--- config.mk ---
export PLATFORM = sky130hd
export DESIGN_NAME = activation_function_unit_top
export DESIGN_NICKNAME = d
export VERILOG_FILES = /design/src/rtl/afu_pkg.sv /design/src/rtl/activation_function_unit_top.sv
export SDC_FILE = /design/constraint.sdc
export NUM_CORES = 2
export LEC_CHECK = 0
export BUFFER_PORTS_ARGS = -buffer_cell sky130_fd_sc_hd__buf_2
export CELL_PAD_IN_SITES_DETAIL_PLACEMENT = 0
export CELL_PAD_IN_SITES_GLOBAL_PLACEMENT = 1
export CORE_ASPECT_RATIO = 0.75
export CORE_UTILIZATION = 40
export DETAILED_ROUTE_END_ITERATION = 6
export PLACE_DENSITY_LB_ADDON = 0.1
export SYNTH_ARGS = -nofsm -noshare
export SYNTH_HDL_FRONTEND = slang
export SYNTH_SLANG_ARGS = --single-unit
--- constraint.sdc ---
create_clock -name clk_i -period 6 [get_ports clk_i]
set_input_delay 0.3 -clock clk_i [delete_from_list [all_inputs] [get_ports clk_i]]
set_output_delay 0.3 -clock clk_i [all_outputs]
set_load 0.02 [all_outputs]
--- src/rtl/afu_pkg.sv ---
// shared types, codes and elaboration-time rom builder for the activation unit
// no dependencies; used by activation_function_unit_top
package afu_pkg;

  localparam int unsigned DATA_W   = 16;
  localparam int unsigned SAMPLE_W = 17;  // q16 sample, 0 to 65536 inclusive
  localparam int unsigned KIND_W   = 2;

  localparam logic [SAMPLE_W-1:0] Q16_ONE = SAMPLE_W'(65536);

  typedef logic signed [DATA_W-1:0] data_t;
  typedef logic [SAMPLE_W-1:0]      sample_t;

  typedef enum logic [KIND_W-1:0] {
    KIND_LOGISTIC = 2'd0,
    KIND_TANH     = 2'd1,
    KIND_RELU     = 2'd2
  } kind_e;

  // request control that travels down the pipeline
  typedef struct packed {
    logic               valid;
    logic [KIND_W-1:0]  kind;
    logic               deriv;
    data_t              x;
  } ctl_t;

  // shift-subtract divide, only ever evaluated while elaborating
  function automatic longint unsigned afu_udiv(longint unsigned num,
                                               longint unsigned den);
    longint unsigned q;
    longint unsigned r;
    int              b;
    q = 0;
    r = 0;
    for (b = 63; b >= 0; b--) begin
      r = {r[62:0], num[b]};
      if (r >= den) begin
        r    = r - den;
        q[b] = 1'b1;
      end
    end
    return q;
  endfunction

  // logistic of m steps above zero, q16, from a q24 exponential of one step
  function automatic longint unsigned afu_pos_half(longint unsigned step,
                                                   longint unsigned m);
    longint unsigned one;
    longint unsigned term;
    longint unsigned ed;
    longint unsigned g;
    longint unsigned k;
    one  = 64'd1 << 24;
    term = one;
    ed   = one;
    g    = one;
    for (k = 1; k <= 24; k++) begin
      term = afu_udiv((term * step) >> 24, k);
      ed   = ed + term;
    end
    for (k = 1; k <= m; k++) begin
      g = (g * ed + (one >> 1)) >> 24;
    end
    return afu_udiv((g << 16) + ((g + one) >> 1), g + one);
  endfunction

  // rom sample i of n+1 points spread over [-8, 8]
  function automatic longint unsigned afu_rom_sample(longint unsigned n,
                                                     longint unsigned step,
                                                     longint unsigned i);
    longint unsigned res;
    if (2 * i >= n) begin
      res = afu_pos_half(step, 2 * i - n);
    end else begin
      res = 64'd65536 - afu_pos_half(step, n - 2 * i);
    end
    return res;
  endfunction

endpackage

--- src/rtl/activation_function_unit_top.sv ---
// activation unit: logistic, tanh and relu with derivatives, fixed point
// depends on afu_pkg (types, kind codes, rom builder)
//
//  channel   handshake                  payload
//  input     start, busy                x_i, want_derivative_i
//  result    done_o (one-cycle strobe)  y_o
//  config    cfg_valid_i, cfg_ready_o   cfg_data_i (function kind)
//
// one request accepted per cycle while busy is low, one result strobe per request
// the pipeline includes the rom lookup, the interpolation multiply and the
// derivative multiply, each with its own register stage
// busy is high only during reset and the first cycle after it
// the pipeline never stalls; results cannot be held off
// the function kind is captured with each request
module activation_function_unit_top #(
  parameter int unsigned FRAC_BITS     = 10,
  parameter int unsigned TABLE_ENTRIES = 64
) (
  input  logic                   clk_i,
  input  logic                   rst_ni,
  input  logic                   start,
  output logic                   busy,
  input  afu_pkg::data_t         x_i,
  input  logic                   want_derivative_i,
  output logic                   done_o,
  output afu_pkg::data_t         y_o,
  input  logic                   cfg_valid_i,
  output logic                   cfg_ready_o,
  input  logic [afu_pkg::KIND_W-1:0] cfg_data_i
);
  import afu_pkg::*;

  localparam int unsigned IW   = $clog2(TABLE_ENTRIES + 1);
  localparam int unsigned RW   = FRAC_BITS + 4;       // log2 of the input span
  localparam int unsigned NUMW = RW + IW;
  localparam int unsigned ZW   = (FRAC_BITS + 5 > 17) ? FRAC_BITS + 5 : 17;
  localparam int unsigned PW   = SAMPLE_W + RW;
  localparam int unsigned MW   = 2 * SAMPLE_W;
  localparam longint unsigned RomStep = (64'd8 << 24) / TABLE_ENTRIES;
  localparam logic signed [ZW-1:0] LIM = ZW'(longint'(8) << FRAC_BITS);
  localparam data_t MINUS_ONE = data_t'(-(longint'(1) << FRAC_BITS));

  // sample rom, built at elaboration
  sample_t rom_w [TABLE_ENTRIES+1];
  for (genvar gi = 0; gi <= TABLE_ENTRIES; gi++) begin : g_rom
    localparam sample_t Sample = SAMPLE_W'(afu_rom_sample(
        longint'(TABLE_ENTRIES), RomStep, longint'(gi)));
    assign rom_w[gi] = Sample;
  end

  logic [KIND_W-1:0] kind_q, kind_d;
  logic              busy_q, busy_d;
  logic              accept;

  ctl_t ctl1_q, ctl1_d, ctl2_q, ctl3_q, ctl4_q, ctl5_q, ctl6_q;

  // stage 1: input offset and index
  logic              sat_lo1_q, sat_lo1_d, sat_hi1_q, sat_hi1_d;
  logic [IW-1:0]     idx1_q, idx1_d;
  logic [RW-1:0]     rem1_q, rem1_d;
  // stage 2: rom read
  logic              sat_lo2_q, sat_hi2_q, neg2_q, neg2_d;
  sample_t           lo2_q, lo2_d, diff2_q, diff2_d;
  logic [RW-1:0]     rem2_q;
  // stage 3: interpolation product
  logic              sat_lo3_q, sat_hi3_q, neg3_q;
  sample_t           lo3_q;
  logic [PW-1:0]     prod3_q, prod3_d;
  // stage 4: logistic value
  sample_t           s4_q, s4_d;
  // stage 5: multiplier operands
  sample_t           s5_q, a5_q, a5_d, b5_q, b5_d;
  // stage 6: derivative product
  sample_t           s6_q;
  logic [MW-1:0]     p6_q, p6_d;
  // stage 7: output
  data_t             y_q, y_d;
  logic              done_q;

  assign accept      = start && !busy_q;
  assign busy        = busy_q;
  assign cfg_ready_o = !busy_q;
  assign busy_d      = 1'b0;
  assign kind_d      = (cfg_valid_i && cfg_ready_o) ? cfg_data_i : kind_q;

  always_comb begin
    logic signed [ZW-1:0] x_ext;
    logic signed [ZW-1:0] z;
    logic signed [ZW-1:0] u_full;
    logic [NUMW-1:0]      num;
    logic [IW-1:0]        idx_raw;
    x_ext  = ZW'(x_i);
    z      = (kind_q == KIND_TANH) ? (x_ext <<< 1) : x_ext;
    sat_lo1_d = (z <= -LIM);
    sat_hi1_d = (z >= LIM);
    u_full = z + LIM;
    num    = NUMW'(u_full[RW-1:0]) * NUMW'(TABLE_ENTRIES);
    idx_raw = num[NUMW-1:RW];
    rem1_d  = num[RW-1:0];
    idx1_d  = (idx_raw >= IW'(TABLE_ENTRIES)) ? IW'(TABLE_ENTRIES - 1) : idx_raw;
    ctl1_d.valid = accept;
    ctl1_d.kind  = kind_q;
    ctl1_d.deriv = want_derivative_i;
    ctl1_d.x     = x_i;
  end

  always_comb begin
    sample_t hi;
    lo2_d   = rom_w[idx1_q];
    hi      = rom_w[idx1_q + IW'(1)];
    neg2_d  = (hi < lo2_d);
    diff2_d = hi - lo2_d;
  end

  assign prod3_d = PW'(diff2_q) * PW'(rem2_q);

  always_comb begin
    sample_t interp;
    logic [PW-1:0] rounded;
    rounded = (prod3_q + PW'(longint'(1) << (RW - 1))) >> RW;
    interp  = lo3_q + rounded[SAMPLE_W-1:0];
    if (sat_lo3_q) begin
      s4_d = '0;
    end else if (sat_hi3_q) begin
      s4_d = Q16_ONE;
    end else if (neg3_q) begin
      s4_d = lo3_q;
    end else begin
      s4_d = interp;
    end
  end

  always_comb begin
    logic [SAMPLE_W:0] t_off;
    sample_t           mag;
    t_off = {s4_q, 1'b0};
    if (t_off >= {1'b0, Q16_ONE}) begin
      mag = SAMPLE_W'(t_off - {1'b0, Q16_ONE});
    end else begin
      mag = SAMPLE_W'({1'b0, Q16_ONE} - t_off);
    end
    if (ctl4_q.kind == KIND_TANH) begin
      a5_d = mag;
      b5_d = mag;
    end else begin
      a5_d = s4_q;
      b5_d = Q16_ONE - s4_q;
    end
  end

  assign p6_d = MW'(a5_q) * MW'(b5_q);

  always_comb begin
    logic [SAMPLE_W:0]   s_rnd;
    logic [SAMPLE_W+1:0] t_rnd;
    logic [MW-1:0]       p_rnd;
    logic [MW-1:0]       q_rnd;
    s_rnd = ({1'b0, s6_q} + (SAMPLE_W+1)'(longint'(1) << (15 - FRAC_BITS)))
            >> (16 - FRAC_BITS);
    t_rnd = ({1'b0, s6_q, 1'b0} + (SAMPLE_W+2)'(longint'(1) << (15 - FRAC_BITS)))
            >> (16 - FRAC_BITS);
    p_rnd = (p6_q + MW'(longint'(1) << (31 - FRAC_BITS))) >> (32 - FRAC_BITS);
    q_rnd = ((MW'(longint'(1) << 32) - p6_q) + MW'(longint'(1) << (31 - FRAC_BITS)))
            >> (32 - FRAC_BITS);
    case (ctl6_q.kind)
      KIND_LOGISTIC: y_d = ctl6_q.deriv ? data_t'(p_rnd[DATA_W-1:0])
                                        : data_t'(s_rnd[DATA_W-1:0]);
      KIND_TANH: begin
        if (ctl6_q.deriv) begin
          y_d = data_t'(q_rnd[DATA_W-1:0]);
        end else begin
          y_d = data_t'(t_rnd[DATA_W-1:0]) + MINUS_ONE;
        end
      end
      KIND_RELU: begin
        if (ctl6_q.deriv) begin
          y_d = (ctl6_q.x > 0) ? data_t'(longint'(1) << FRAC_BITS) : '0;
        end else begin
          y_d = (ctl6_q.x < 0) ? '0 : ctl6_q.x;
        end
      end
      default: y_d = '0;
    endcase
  end

  // control: valid bits and configuration
  always_ff @(posedge clk_i or negedge rst_ni) begin
    if (!rst_ni) begin
      kind_q <= KIND_LOGISTIC;
      busy_q <= 1'b1;
      ctl1_q <= '0;
      ctl2_q <= '0;
      ctl3_q <= '0;
      ctl4_q <= '0;
      ctl5_q <= '0;
      ctl6_q <= '0;
      done_q <= 1'b0;
    end else begin
      kind_q <= kind_d;
      busy_q <= busy_d;
      ctl1_q <= ctl1_d;
      ctl2_q <= ctl1_q;
      ctl3_q <= ctl2_q;
      ctl4_q <= ctl3_q;
      ctl5_q <= ctl4_q;
      ctl6_q <= ctl5_q;
      done_q <= ctl6_q.valid;
    end
  end

  // datapath
  always_ff @(posedge clk_i) begin
    sat_lo1_q <= sat_lo1_d;
    sat_hi1_q <= sat_hi1_d;
    idx1_q    <= idx1_d;
    rem1_q    <= rem1_d;
    sat_lo2_q <= sat_lo1_q;
    sat_hi2_q <= sat_hi1_q;
    neg2_q    <= neg2_d;
    lo2_q     <= lo2_d;
    diff2_q   <= diff2_d;
    rem2_q    <= rem1_q;
    sat_lo3_q <= sat_lo2_q;
    sat_hi3_q <= sat_hi2_q;
    neg3_q    <= neg2_q;
    lo3_q     <= lo2_q;
    prod3_q   <= prod3_d;
    s4_q      <= s4_d;
    s5_q      <= s4_q;
    a5_q      <= a5_d;
    b5_q      <= b5_d;
    s6_q      <= s5_q;
    p6_q      <= p6_d;
    y_q       <= y_d;
  end

  assign done_o = done_q;
  assign y_o    = y_q;

`ifndef SYNTH
  a_latency: assert property (@(posedge clk_i) disable iff (!rst_ni)
    accept |-> ##7 done_o)
    else $error("request did not produce a result after seven cycles");

  a_no_spurious: assert property (@(posedge clk_i) disable iff (!rst_ni)
    done_o |-> $past(accept, 7))
    else $error("result strobe without a matching request");

  a_logistic_range: assert property (@(posedge clk_i) disable iff (!rst_ni)
    ctl4_q.valid |-> s4_q <= Q16_ONE)
    else $error("interpolated logistic above one");

  a_deriv_range: assert property (@(posedge clk_i) disable iff (!rst_ni)
    ctl6_q.valid && (ctl6_q.kind == KIND_TANH) |-> p6_q <= MW'(longint'(1) << 32))
    else $error("tanh square exceeds one");

  a_result_floor: assert property (@(posedge clk_i) disable iff (!rst_ni)
    done_o |-> y_o >= MINUS_ONE)
    else $error("result below minus one");
`endif

endmodule
==> results.json <==
{
  "max_slew_margin": 0.3695,
  "drv_slew": 0,
  "critPathMaxStageDelay_ns": 0.57,
  "critical-path-slowest-cell": "fa_1",
  "cts.sinks": 347,
  "met3_length_microns": 4096,
  "r2r_start": "a5_q[7]",
  "row_count": 83,
  "ios": 42,
  "grt_pass1_wl_microns": 123200,
  "maxCapViolCount": 0,
  "die_width_microns": 306.9,
  "grt_use_total": 0.2207,
  "critPathLaunchType": "flip-flop",
  "syn_inst": 3053,
  "route.detailed.drc": 0,
  "place.gp.congestion": 0.8582,
  "setup_viol": 0,
  "die-area_sq_um": 70810,
  "avgRoutedWirePerCell_microns": 18.68,
  "crit_type": "reg -> reg",
  "critPathCaptureType": "flip-flop",
  "period_share": 0.9782,
  "synth_compound_area_frac": 0.1155,
  "core_region_area_sq_um": 68750,
  "grt.overflow.total": 0,
  "fmax_mhz": 170.4,
  "cp.arrival_ns": 6.38,
  "grt_pass1_vias": 21612,
  "synthAdderAreaFrac": 0.3171,
  "syn-num-nets": 3594,
  "cts_htree_levels": 2,
  "dr.max_layer_used": "met4",
  "critPathRequiredTime_ns": 6.51,
  "rrSetupSlack_ns": 0.13,
  "insertion_delay_ns": 0.58,
  "grt_max_degree": 75,
  "first_iter_violations": 1693,
  "met1_length_microns": 39030,
  "via_count": 21385,
  "ys_ff_latch": 347,
  "tightest_slew_ns": 0.9423,
  "tritoncts": "yes",
  "synth_enable_flop_cells": 0,
  "finalClockSkew_ns": 0.04595,
  "drive_above_1_share": 0.1160,
  "muxShareOfSynthArea": 0.01099,
  "timing.final.hold_violations": 0,
  "synth-simple-area-share": 0.1660,
  "clock_tree.root_cell": "clkbuf_16",
  "hp-class": "in -> reg",
  "path_cells": "and2_4 > fa_1 > inv_1 > fa_1 > fa_1 > fa_1 > inv_2 > fa_1 > inv_2 > fa_1 > inv_2 > ha_4 > a21oi_2 > o21ai_2 > or3_4 > o21a_1 > a221o_2 > a31o_4 > a221oi_2 > xnor2_1",
  "synthXorXnorAreaFrac": 0.04333,
  "ys_types": 86,
  "hpwlAfterDp_microns": 60730,
  "nNetsFinal": 3723,
  "synthTopCellsByArea": "fa_1 23%, dfxtp_1 16%, dfrtp_1 11%, ha_1 9.1%, nand2_1 5.7%",
  "numCtsBuffers": 37,
  "synth_top_area_frac": 0.2261,
  "async_flop_share": 0.3573,
  "synthesis.area_sq_um": 27900,
  "start_util": 0.4058,
  "synth-main-ff-cell": "dfxtp_1",
  "avgSynthCellArea_sq_um": 9.137,
  "met2_length_microns": 32910,
  "clockBufferDepth": 3,
  "synth_warnings": 0,
  "antenna_found_initial": 1,
  "min-delay-start": "cfg_valid_i",
  "diodes": 0,
  "fillers": 6709,
  "routed_wirelength_microns": 77380,
  "die_y_microns": 230.7,
  "ys_seq_area_frac": 0.2713,
  "dp.cells": 4036,
  "synth_top_family_by_area": "adder cells",
  "period_minus_slack_ns": 5.869,
  "cp_max_fo": 3,
  "routed_via_density": 5.162,
  "syn_to_final_growth_pct": 13.91,
  "path_clk_slew_ns": 0.06,
  "status": "finished, final reports clean",
  "crit_top_cell": "fa_1",
  "startpoint": "a5_q[7]",
  "port_buffers": 41,
  "stdcell_count": 4143,
  "rsz0062_at_grt": "yes",
  "dr.pass1.iters": 7,
  "yosysTopAreaCell": "fa_1",
  "postRouteAntennaNets": 0
}
state kept, by name, indices dropped and copies added (netlist names), 2 cells and up:
register and count:
diff2_q 17, idx1_q 6, b5_q 16, s4_q 17, lo2_q 16, ctl2_q 20
kind_q 2, ctl3_q 20, ctl5_q 20, ctl6_q 20, rem2_q 8, rem1_q 8
ctl1_q 20, prod3_q 18, ctl4_q 20, a5_q 17, s6_q 13, y_o 16
s5_q 13, lo3_q 16, p6_q 34
cell usage after synthesis (16+ instances only):
cell type and n:
a211oi_1 24, a21o_1 40, a21oi_1 125, a31oi_1 26
and2_1 185, and3_1 20, clkbuf_1 130, dfrtp_1 123
dfxtp_1 223, fa_1 315, ha_1 203, inv_1 414
mux2i_1 16, nand2_1 425, nand3_1 57, nor2_1 142
nor3_1 35, o211ai_1 21, o21a_1 17, o21ai_0 117
or3_1 16, xnor2_1 89, xor2_1 49
critical path, delay by kind of cell (launching register included):
family                     cells  cell delay, ns
buffers and inverters          4            0.18
AOI/OAI and AO/OA              6            1.34
DFF                            1            0.32
xor gates and xnor gates       1            0.15
adders and majority gates      7            3.34
and+or+nand+nor                2            0.48
metrics by stage:
stage	worst slack, ns	TNS [ns]	util	cell area, sq um	hold slack (ns)
2_1_floorplan	0.00007461	0	-	27930	0.004409
3_3_place_gp	-0.2701	-1.191	0.4348	29890	0.3123
3_5_place_dp	-0.3464	-1.616	0.4348	29890	0.3121
4_1_cts	0.004802	0	0.4588	31540	0.1914
5_1_grt	-0.04948	-0.07898	0.4622	31780	0.2028
6_report	0.1307	0	0.4622	31780	0.2190
cells by family (layout without fill, tap and decap cells):
kind of cell               after synthesis  in the layout
AOI/OAI and AO/OA                      493            493
xor gates and xnor gates               138            138
adders and majority gates              518            518
buffers and inverters                  557            712
DFF                                    347            347
muxes                                   26             26
other                                    1              1
and+or+nand+nor                        973            973
placed cells by master, fill, tap and decap left out, drive strengths merged, types with 57 or more instances in the layout:
cell type,Yosys,final
nand3,57,57
fa,315,315
a21oi,125,125
o21ai,119,119
and2,185,185
nor2,142,142
xnor2,89,89
ha,203,203
inv,415,416
dfrtp,123,123
buf,11,210
dfxtp,223,223
nand2,425,425
final timing paths:
| check | endpoint | cells past startpoint |
|---|---|---|
| worst min register to register | s6_q[5] | 0 |
| worst max register to register | p6_q[29] | 20 |
| min in group asynchronous | ctl2_q[3] | 2 |
| worst max-delay path | p6_q[29] | 20 |
| max in group asynchronous | ctl5_q[19] | 3 |
| worst min-delay path | kind_q[0] | 3 |
area by class of cell:
cell class,instances,area [sq um],share of cell area
multi-input combinational,2149,18430,0.5799
clock inverter,16,205.2,0.006458
inverter,416,1562,0.04914
sequential,347,7597,0.2391
tap,935,1170,0.03682
timing repair buffer,231,1774,0.05584
clock buffer,49,1041,0.03276
per-layer routing:
layer / vias to the layer above / track usage
met2: 594 / 0.3310
met5: - / 0
li1: 10146 / -
met4: 0 / 0.04672
met1: 10572 / 0.3373
met3: 73 / 0.02791
what timing repair did:
action	in CTS	in global routing
hold buffers	21	0
setup endpoints to repair	10	12
endpoints found under the hold margin	72	0
setup buffers	16	6
resized for setup	20	60
gates cloned	0	0
pin swaps	9	40
Power is left out: the tool's default activity adds up to more than one toggle a clock period on the data nets, which glitch-free logic cannot reach.
